File: config.mk
export PLATFORM = sky130hd
export DESIGN_NAME = nmea_sentence_receiver_unit
export DESIGN_NICKNAME = d
export VERILOG_FILES = /design/src/rtl/core/nsr_pkg.sv /design/src/rtl/core/nmea_sentence_receiver_unit.sv
export SDC_FILE = /design/constraint.sdc
export NUM_CORES = 1
export LEC_CHECK = 0
export BUFFER_PORTS_ARGS = -buffer_cell sky130_fd_sc_hd__buf_4
export CAP_MARGIN = 10
export CORE_MARGIN = 4
export CORE_UTILIZATION = 55
export CTS_CLUSTER_DIAMETER = 120
export DETAILED_ROUTE_END_ITERATION = 8
export GPL_TIMING_DRIVEN = 0
export HOLD_SLACK_MARGIN = 0.05
export PLACE_DENSITY = 0.79
export SYNTH_ARGS = -nofsm -noshare
export SYNTH_HDL_FRONTEND = slang
export SYNTH_SLANG_ARGS = --single-unit
File: constraint.sdc
create_clock -name i_clk -period 5.6 [get_ports i_clk]
set_input_delay 0.84 -clock i_clk [delete_from_list [all_inputs] [get_ports i_clk]]
set_output_delay 0.84 -clock i_clk [all_outputs]
set_load 0.03 [all_outputs]
File: src/rtl/core/nsr_pkg.sv
package nsr_pkg;

    localparam int unsigned DEF_MAX_LENGTH = 128;
    localparam int unsigned DEF_MAX_FIELDS = 16;

    localparam logic [7:0] C_DOLLAR = 8'h24;
    localparam logic [7:0] C_CR     = 8'h0D;
    localparam logic [7:0] C_LF     = 8'h0A;
    localparam logic [7:0] C_COMMA  = 8'h2C;
    localparam logic [7:0] C_STAR   = 8'h2A;

    localparam logic [6:0] C_POS_MAX = 7'd127;

    typedef enum logic [2:0] {
        K_NONE   = 3'd0,
        K_CHAR   = 3'd1,
        K_FEND   = 3'd2,
        K_ACCEPT = 3'd3,
        K_REJECT = 3'd4
    } t_kind;

    typedef enum logic [2:0] {
        E_NONE     = 3'd0,
        E_TERM     = 3'd1,
        E_OVERFLOW = 3'd2,
        E_NOSTAR   = 3'd3,
        E_UNKNOWN  = 3'd4,
        E_CHECKSUM = 3'd5,
        E_FIELDS   = 3'd6
    } t_err;

    typedef enum logic [1:0] {
        M_UNKNOWN = 2'd0,
        M_PMTK    = 2'd1,
        M_GPRMC   = 2'd2
    } t_msg;

    typedef struct packed {
        t_kind      kind;
        logic [7:0] data_char;
        logic [4:0] field_number;
        logic [6:0] char_position;
        t_msg       message_kind;
        t_err       error_code;
        logic       checksum_good;
    } t_result;

endpackage

File: src/rtl/core/nmea_sentence_receiver_unit.sv
// channel | valid      | stall / ready | payload
// --------+------------+---------------+------------------------------------------
// in      | i_in_valid | o_in_stall    | i_rx_byte
// out     | o_out_valid| i_out_stall   | o_kind .. o_checksum_good (one per item)
// cfg     | i_cfg_valid| o_cfg_ready   | i_cfg_data (enforce_checksum)
//
// one byte a cycle while o_in_stall is low; each accepted byte gives exactly one result item,
// built by the per-byte parser logic from the sentence state and held in the result register.
// synchronous active-low reset clears the sentence state, enforce_checksum resets to 1.
// a two-entry output (result register plus skid register) keeps accepting one more byte
// while the output is stalled; o_in_stall rises only when both are full.
module nmea_sentence_receiver_unit #(
    parameter int unsigned MAX_LENGTH = nsr_pkg::DEF_MAX_LENGTH,
    parameter int unsigned MAX_FIELDS = nsr_pkg::DEF_MAX_FIELDS
) (
    input  logic       i_clk,
    input  logic       i_rst_n,
    input  logic       i_in_valid,
    output logic       o_in_stall,
    input  logic [7:0] i_rx_byte,
    output logic       o_out_valid,
    input  logic       i_out_stall,
    output logic [2:0] o_kind,
    output logic [7:0] o_data_char,
    output logic [4:0] o_field_number,
    output logic [6:0] o_char_position,
    output logic [1:0] o_message_kind,
    output logic [2:0] o_error_code,
    output logic       o_checksum_good,
    input  logic       i_cfg_valid,
    output logic       o_cfg_ready,
    input  logic       i_cfg_data
);
    import nsr_pkg::*;

    localparam logic [7:0] LEN_MAX = 8'(MAX_LENGTH);
    localparam logic [4:0] FLD_MAX = 5'(MAX_FIELDS);

    function automatic logic [7:0] pmtk_char(input logic [7:0] idx);
        case (idx)
            8'd0:    pmtk_char = 8'h50;
            8'd1:    pmtk_char = 8'h4D;
            8'd2:    pmtk_char = 8'h54;
            default: pmtk_char = 8'h4B;
        endcase
    endfunction

    function automatic logic [7:0] gprmc_char(input logic [7:0] idx);
        case (idx)
            8'd0:    gprmc_char = 8'h47;
            8'd1:    gprmc_char = 8'h50;
            8'd2:    gprmc_char = 8'h52;
            8'd3:    gprmc_char = 8'h4D;
            default: gprmc_char = 8'h43;
        endcase
    endfunction

    function automatic logic [4:0] hex_value(input logic [7:0] c);
        if (c >= 8'h30 && c <= 8'h39) begin
            hex_value = 5'(c - 8'h30);
        end else if (c >= 8'h41 && c <= 8'h46) begin
            hex_value = 5'(c - 8'h37);
        end else if (c >= 8'h61 && c <= 8'h66) begin
            hex_value = 5'(c - 8'h57);
        end else begin
            hex_value = 5'd16;
        end
    endfunction

    function automatic t_msg resolve(input logic [1:0] flags, input logic [7:0] len);
        if (flags[1] && len >= 8'd5) begin
            resolve = M_GPRMC;
        end else if (flags[0] && len >= 8'd4) begin
            resolve = M_PMTK;
        end else begin
            resolve = M_UNKNOWN;
        end
    endfunction

    logic       r_enforce;
    logic       r_in_sent, n_in_sent;
    logic       r_seen_cr, n_seen_cr;
    logic       r_seen_star, n_seen_star;
    logic [7:0] r_xor, n_xor;
    logic [7:0] r_rx_sum, n_rx_sum;
    logic [1:0] r_hex_cnt, n_hex_cnt;
    logic       r_hex_bad, n_hex_bad;
    logic [7:0] r_len, n_len;
    logic [4:0] r_fld, n_fld;
    logic [6:0] r_pos, n_pos;
    logic [1:0] r_flags, n_flags;

    t_result    r_out, r_skid, res;
    logic       r_out_valid, r_skid_valid;

    logic       accept;
    logic [7:0] b;
    logic [7:0] len_inc;
    logic [4:0] hv;
    logic       good;
    t_msg       mk;
    t_err       err;

    assign b           = i_rx_byte;
    assign o_in_stall  = r_skid_valid;
    assign accept      = i_in_valid && !r_skid_valid;
    assign o_cfg_ready = 1'b1;
    assign len_inc     = r_len + 8'd1;
    assign hv          = hex_value(b);

    always_comb begin
        n_in_sent   = r_in_sent;
        n_seen_cr   = r_seen_cr;
        n_seen_star = r_seen_star;
        n_xor       = r_xor;
        n_rx_sum    = r_rx_sum;
        n_hex_cnt   = r_hex_cnt;
        n_hex_bad   = r_hex_bad;
        n_len       = r_len;
        n_fld       = r_fld;
        n_pos       = r_pos;
        n_flags     = r_flags;
        res         = '0;
        mk          = M_UNKNOWN;
        err         = E_NONE;
        good        = 1'b0;

        if (!r_in_sent) begin
            if (b == C_DOLLAR) begin
                n_in_sent   = 1'b1;
                n_seen_cr   = 1'b0;
                n_seen_star = 1'b0;
                n_xor       = '0;
                n_rx_sum    = '0;
                n_hex_cnt   = '0;
                n_hex_bad   = 1'b0;
                n_len       = '0;
                n_fld       = '0;
                n_pos       = '0;
                n_flags     = 2'b11;
            end
        end else if (r_seen_cr) begin
            mk   = resolve(r_flags, r_len);
            good = r_seen_star && (r_hex_cnt == 2'd2) && !r_hex_bad && (r_rx_sum == r_xor);
            if (b != C_LF) begin
                err = E_TERM;
            end else if (r_len >= LEN_MAX) begin
                err = E_OVERFLOW;
            end else if (!r_seen_star) begin
                err = E_NOSTAR;
            end else if (mk == M_UNKNOWN) begin
                err = E_UNKNOWN;
            end else if (r_enforce && !good) begin
                err = E_CHECKSUM;
            end else if (r_fld >= FLD_MAX) begin
                err = E_FIELDS;
            end
            res.kind          = (err != E_NONE) ? K_REJECT : K_ACCEPT;
            res.field_number  = r_fld;
            res.message_kind  = mk;
            res.error_code    = err;
            res.checksum_good = good;
            n_in_sent   = 1'b0;
            n_seen_cr   = 1'b0;
            n_seen_star = 1'b0;
            n_xor       = '0;
            n_rx_sum    = '0;
            n_hex_cnt   = '0;
            n_hex_bad   = 1'b0;
            n_len       = '0;
            n_fld       = '0;
            n_pos       = '0;
            n_flags     = 2'b11;
        end else if (b == C_CR) begin
            n_seen_cr = 1'b1;
        end else if (r_len < LEN_MAX) begin
            if (r_len < 8'd4 && b != pmtk_char(r_len)) begin
                n_flags[0] = 1'b0;
            end
            if (r_len < 8'd5 && b != gprmc_char(r_len)) begin
                n_flags[1] = 1'b0;
            end
            n_len = len_inc;
            if (len_inc < LEN_MAX) begin
                if (r_seen_star) begin
                    if (hv[4] || r_hex_cnt >= 2'd2) begin
                        n_hex_bad = 1'b1;
                    end else begin
                        n_rx_sum = {r_rx_sum[3:0], hv[3:0]};
                    end
                    if (r_hex_cnt < 2'd3) begin
                        n_hex_cnt = r_hex_cnt + 2'd1;
                    end
                end else begin
                    mk                 = resolve(n_flags, len_inc);
                    res.field_number   = r_fld;
                    res.char_position  = r_pos;
                    res.message_kind   = mk;
                    if (b == C_STAR) begin
                        n_seen_star = 1'b1;
                        res.kind    = K_FEND;
                    end else if (b == C_COMMA) begin
                        n_xor    = r_xor ^ b;
                        res.kind = K_FEND;
                        if (r_fld < FLD_MAX) begin
                            n_fld = r_fld + 5'd1;
                        end
                        n_pos = '0;
                    end else begin
                        n_xor         = r_xor ^ b;
                        res.kind      = K_CHAR;
                        res.data_char = b;
                        if (r_pos < C_POS_MAX) begin
                            n_pos = r_pos + 7'd1;
                        end
                    end
                end
            end
        end
    end

    always_ff @(posedge i_clk) begin
        if (!i_rst_n) begin
            r_enforce   <= 1'b1;
            r_in_sent   <= 1'b0;
            r_seen_cr   <= 1'b0;
            r_seen_star <= 1'b0;
            r_xor       <= '0;
            r_rx_sum    <= '0;
            r_hex_cnt   <= '0;
            r_hex_bad   <= 1'b0;
            r_len       <= '0;
            r_fld       <= '0;
            r_pos       <= '0;
            r_flags     <= 2'b11;
        end else begin
            if (i_cfg_valid) begin
                r_enforce <= i_cfg_data;
            end
            if (accept) begin
                r_in_sent   <= n_in_sent;
                r_seen_cr   <= n_seen_cr;
                r_seen_star <= n_seen_star;
                r_xor       <= n_xor;
                r_rx_sum    <= n_rx_sum;
                r_hex_cnt   <= n_hex_cnt;
                r_hex_bad   <= n_hex_bad;
                r_len       <= n_len;
                r_fld       <= n_fld;
                r_pos       <= n_pos;
                r_flags     <= n_flags;
            end
        end
    end

    // result register with skid entry behind it
    always_ff @(posedge i_clk) begin
        if (!i_rst_n) begin
            r_out_valid  <= 1'b0;
            r_skid_valid <= 1'b0;
        end else if (!r_out_valid || !i_out_stall) begin
            if (r_skid_valid) begin
                r_out_valid  <= 1'b1;
                r_skid_valid <= 1'b0;
            end else begin
                r_out_valid <= accept;
            end
        end else if (accept) begin
            r_skid_valid <= 1'b1;
        end
    end

    always_ff @(posedge i_clk) begin
        if (!r_out_valid || !i_out_stall) begin
            if (r_skid_valid) begin
                r_out <= r_skid;
            end else if (accept) begin
                r_out <= res;
            end
        end else if (accept) begin
            r_skid <= res;
        end
    end

    assign o_out_valid     = r_out_valid;
    assign o_kind          = r_out.kind;
    assign o_data_char     = r_out.data_char;
    assign o_field_number  = r_out.field_number;
    assign o_char_position = r_out.char_position;
    assign o_message_kind  = r_out.message_kind;
    assign o_error_code    = r_out.error_code;
    assign o_checksum_good = r_out.checksum_good;

endmodule
==> impl_results.md <==
* RSZ-0062 raised after global routing: no
* Clock sinks at 105
* GRT overflow at 0
* Final non-filler cell total at 716
* Crit path required time at 5.74 ns
* Fin worst setup slack at 2.47 ns
* WS Path Type: primary input to flop
* CP arrival at 3.27 ns
* Hold Fails Final Rpt at 0
* R2R depth at 9
* Row cnt at 35
* Seq cells post-synth at 105
* R2r startpoint: r_len[7]
* Worst skew pair latency at 0.37 ns
* CP Launch Point: i_rx_byte[1]
* 1st-iter DRT viols at 339
* Layout cells sized above 1 at 17.9%
* Dominant cell type by area after synthesis: edfxtp_1
* WL/cell at 17.6 µm
* Yosys cell types at 67
* Min Tclk post-route at 3.13 ns
* Clock slew at reported path FFs at 0.11 ns
* Relative slew slack at 44.8%
* CTS tree: yes
* Worst r2r dst: r_skid[4]
* Total wire length at 12600 µm
* Pwr Density at 231 nW/µm²
* Die width at 107 µm
* Post-Synthesis Cells at 527
* Critical Path Max Stage Delay at 0.44 ns
* Synth warn at 0
* Initial antenna violation count at 0
* Number of iterations in the first detailed-routing pass at 5
* Upper clock frequency limit at 319 MHz
* Synthesized area at 5420 µm²
* Main synth FF type: edfxtp_1
* Synth Area per Inst at 10.3 µm²
* Fillers at 753
* Ports at 46
* Chip height at 107 µm
* R2R setup slack at 2.92 ns
* Inst Count DP at 700
* Total CTS buffers at 9
* CP Launch Type: primary input
* Min-delay worst type: flop to flop
* Largest net degree at the start of global routing at 22
* Slew @ Worst Pin at 0.829 ns
* Nets at 610
* Routed vias/inst at 5.98
* Placer Congestion at 0.909
* Die area at 11500 µm²
* Number of diodes at 0
* CTS Hold Bufs at 0
* Gr usage total at 22.5%
* Status: complete, no violations
* Post-route ant nets at 0
* Final HPWL DP at 9390 µm
* Fin. max-slew vios at 0
* Setup Skew at 0.00834 ns
* Leakage at 0.00231 µW
* Core box area at 9420 µm²
* Post-synth net total at 555
* First-pass GRT wire length at 20300 µm
* # DRC at 0
* Slowest stage cell, crit path: nor4_1
* Starting Density at 57.5%
* Clock root cell: clkbuf_8
* Resize count post-CTS at 0
* Worst hold margin at 0.480 ns
* Area Overhead vs Synth at 13.6%
* Fin crit share at 55.9%
* Synth area leaders: edfxtp_1 32%, dfxtp_1 17%, mux2_2 5.0%, nor2_1 3.6%, ha_1 3.2%
* EDFF count, synth at 58
* Clock H-tree levels at 3
* Share of the synthesized area in the top cell type at 32.2%
* Worst vdd ir at 0.117 mV
* Setup_tns at 0 ns
* CP Capture Point: o_data_char[2]
* Pre-CTS setup slack at 2.18 ns
* Finish-stage setup viols at 0
* Max cap viols at 0
* Crit path cell chain: buf_4 -> inv_1 -> ha_1 -> nand2_1 -> nor4_1 -> nor2_1 -> o211ai_1 -> buf_2 -> nor3_1 -> and2_1 -> mux2_2
* IO buf count at 42
* CTS max path bufs at 2
* Crit end category: flop
* Ys async rst share at 0%
* # Post-CTS Setup Buffers at 0
* Via count at 4279
* Vias in the first global route at 4067
* Overall Power at 1420 µW
* Crit Path Max Fanout at 10
* Sequential area share after synthesis at 49.5%
## flip-flops by register name, indices dropped and copies added (netlist names), 5 cells and up
register	flops
r_skid	29
o_data_char	8
r_len	8
r_rx_sum	8
r_xor	8
o_char_position	7
r_pos	7
o_field_number	5
r_fld	5
## worst max-delay path: cells and delay by family
family	cells	cell delay (ns)
fa+ha+maj	1	0.25
compound gates	1	0.21
mux	1	0.28
buf+inv	3	0.70
simple gates	5	0.98
## stage by stage
stage               utilization [%]  area (µm²)
detailed placement             63.1        5940
global route                   65.3        6150
finish                         65.3        6150
global placement               62.6        5890
CTS                            65.3        6150
floorplan                         -        5420
## final cells by class
cell class | instances | area [µm²] | share of cell area (%)
sequential | 105 | 2680 | 43.6
multi-input combinational | 380 | 2550 | 41.4
timing repair buffer | 44 | 358 | 5.82
tap | 129 | 161 | 2.62
buffer | 27 | 134 | 2.18
clock buffer | 9 | 124 | 2.01
clock inverter | 7 | 86.3 | 1.40
inverter | 15 | 56.3 | 0.915
## worst min path at each step
| stage | startpoint | endpoint | slack [ns] | cells after the start |
|---|---|---|---|---|
| floorplan | r_hex_bad | r_hex_bad | 0.43 | 1 |
| global placement | r_hex_bad | r_hex_bad | 0.45 | 1 |
| detailed placement | r_hex_bad | r_hex_bad | 0.45 | 1 |
| CTS | r_hex_bad | r_hex_bad | 0.48 | 1 |
| global route | r_hex_bad | r_hex_bad | 0.51 | 1 |
| finish | r_hex_bad | r_hex_bad | 0.48 | 1 |
## Yosys cell counts (all sizes together), types with 4 or more instances
master   n
a31oi    7
o41ai    5
mux2    24
a41oi    4
mux2i    4
nor2    52
xor2    11
edfxtp  58
nand4    7
nand3   19
buf     10
nand2b   5
and2    21
a21oi   20
inv     14
nor3    12
ha      14
nand2   41
a22oi    5
or2      4
o31ai    9
o211ai   8
dfxtp   47
and3     5
clkbuf  17
xnor2   14
nor2b    9
nor4     7
o21ai   24
## power breakdown
group / switching (µW) / internal (µW) / total [µW]
logic: 78.1 / 41.0 / 119
registers: 5.54 / 827 / 832
clock network: 292 / 178 / 470
total: 375 / 1050 / 1420
## cells in the final DEF (no fill, tap or decap), types with 4 or more instances in the layout
cell / count
o211ai_1: 8
nand2_1: 41
clkbuf_8: 9
o21ai_0: 21
mux2i_1: 4
nand2b_1: 5
a22oi_1: 5
edfxtp_1: 58
nor2_1: 52
nor3_1: 12
and3_1: 5
buf_4: 43
nand3_1: 19
and2_1: 21
clkbuf_1: 17
inv_1: 14
mux2_2: 24
nor4_1: 6
xnor2_1: 14
dfxtp_1: 47
a21oi_1: 18
nor2b_1: 8
xor2_1: 11
a31oi_1: 7
buf_2: 5
ha_1: 14
o31ai_1: 9
nand4_1: 7
## per-layer routing
metal	routed length (µm)	global-route usage (%)	part of all wire, %
met5	0	0	0
met4	285	9.13	2.3
met3	806	3.79	6.4
met2	5890	36.4	47
met1	5640	30.0	45
## logic make-up (layout without fill, tap and decap cells)
family,Yosys count,count (layout),synth area share [%]
other cells,1,1,0.0692
simple gates,201,201,19.3
buf+inv,42,102,3.51
flops,105,105,49.5
xor+xnor,25,25,4.04
fa+ha+maj,14,14,3.23
mux,28,28,5.73
compound gates,111,111,14.6
Note: power is estimated with default switching activity, not from simulation.
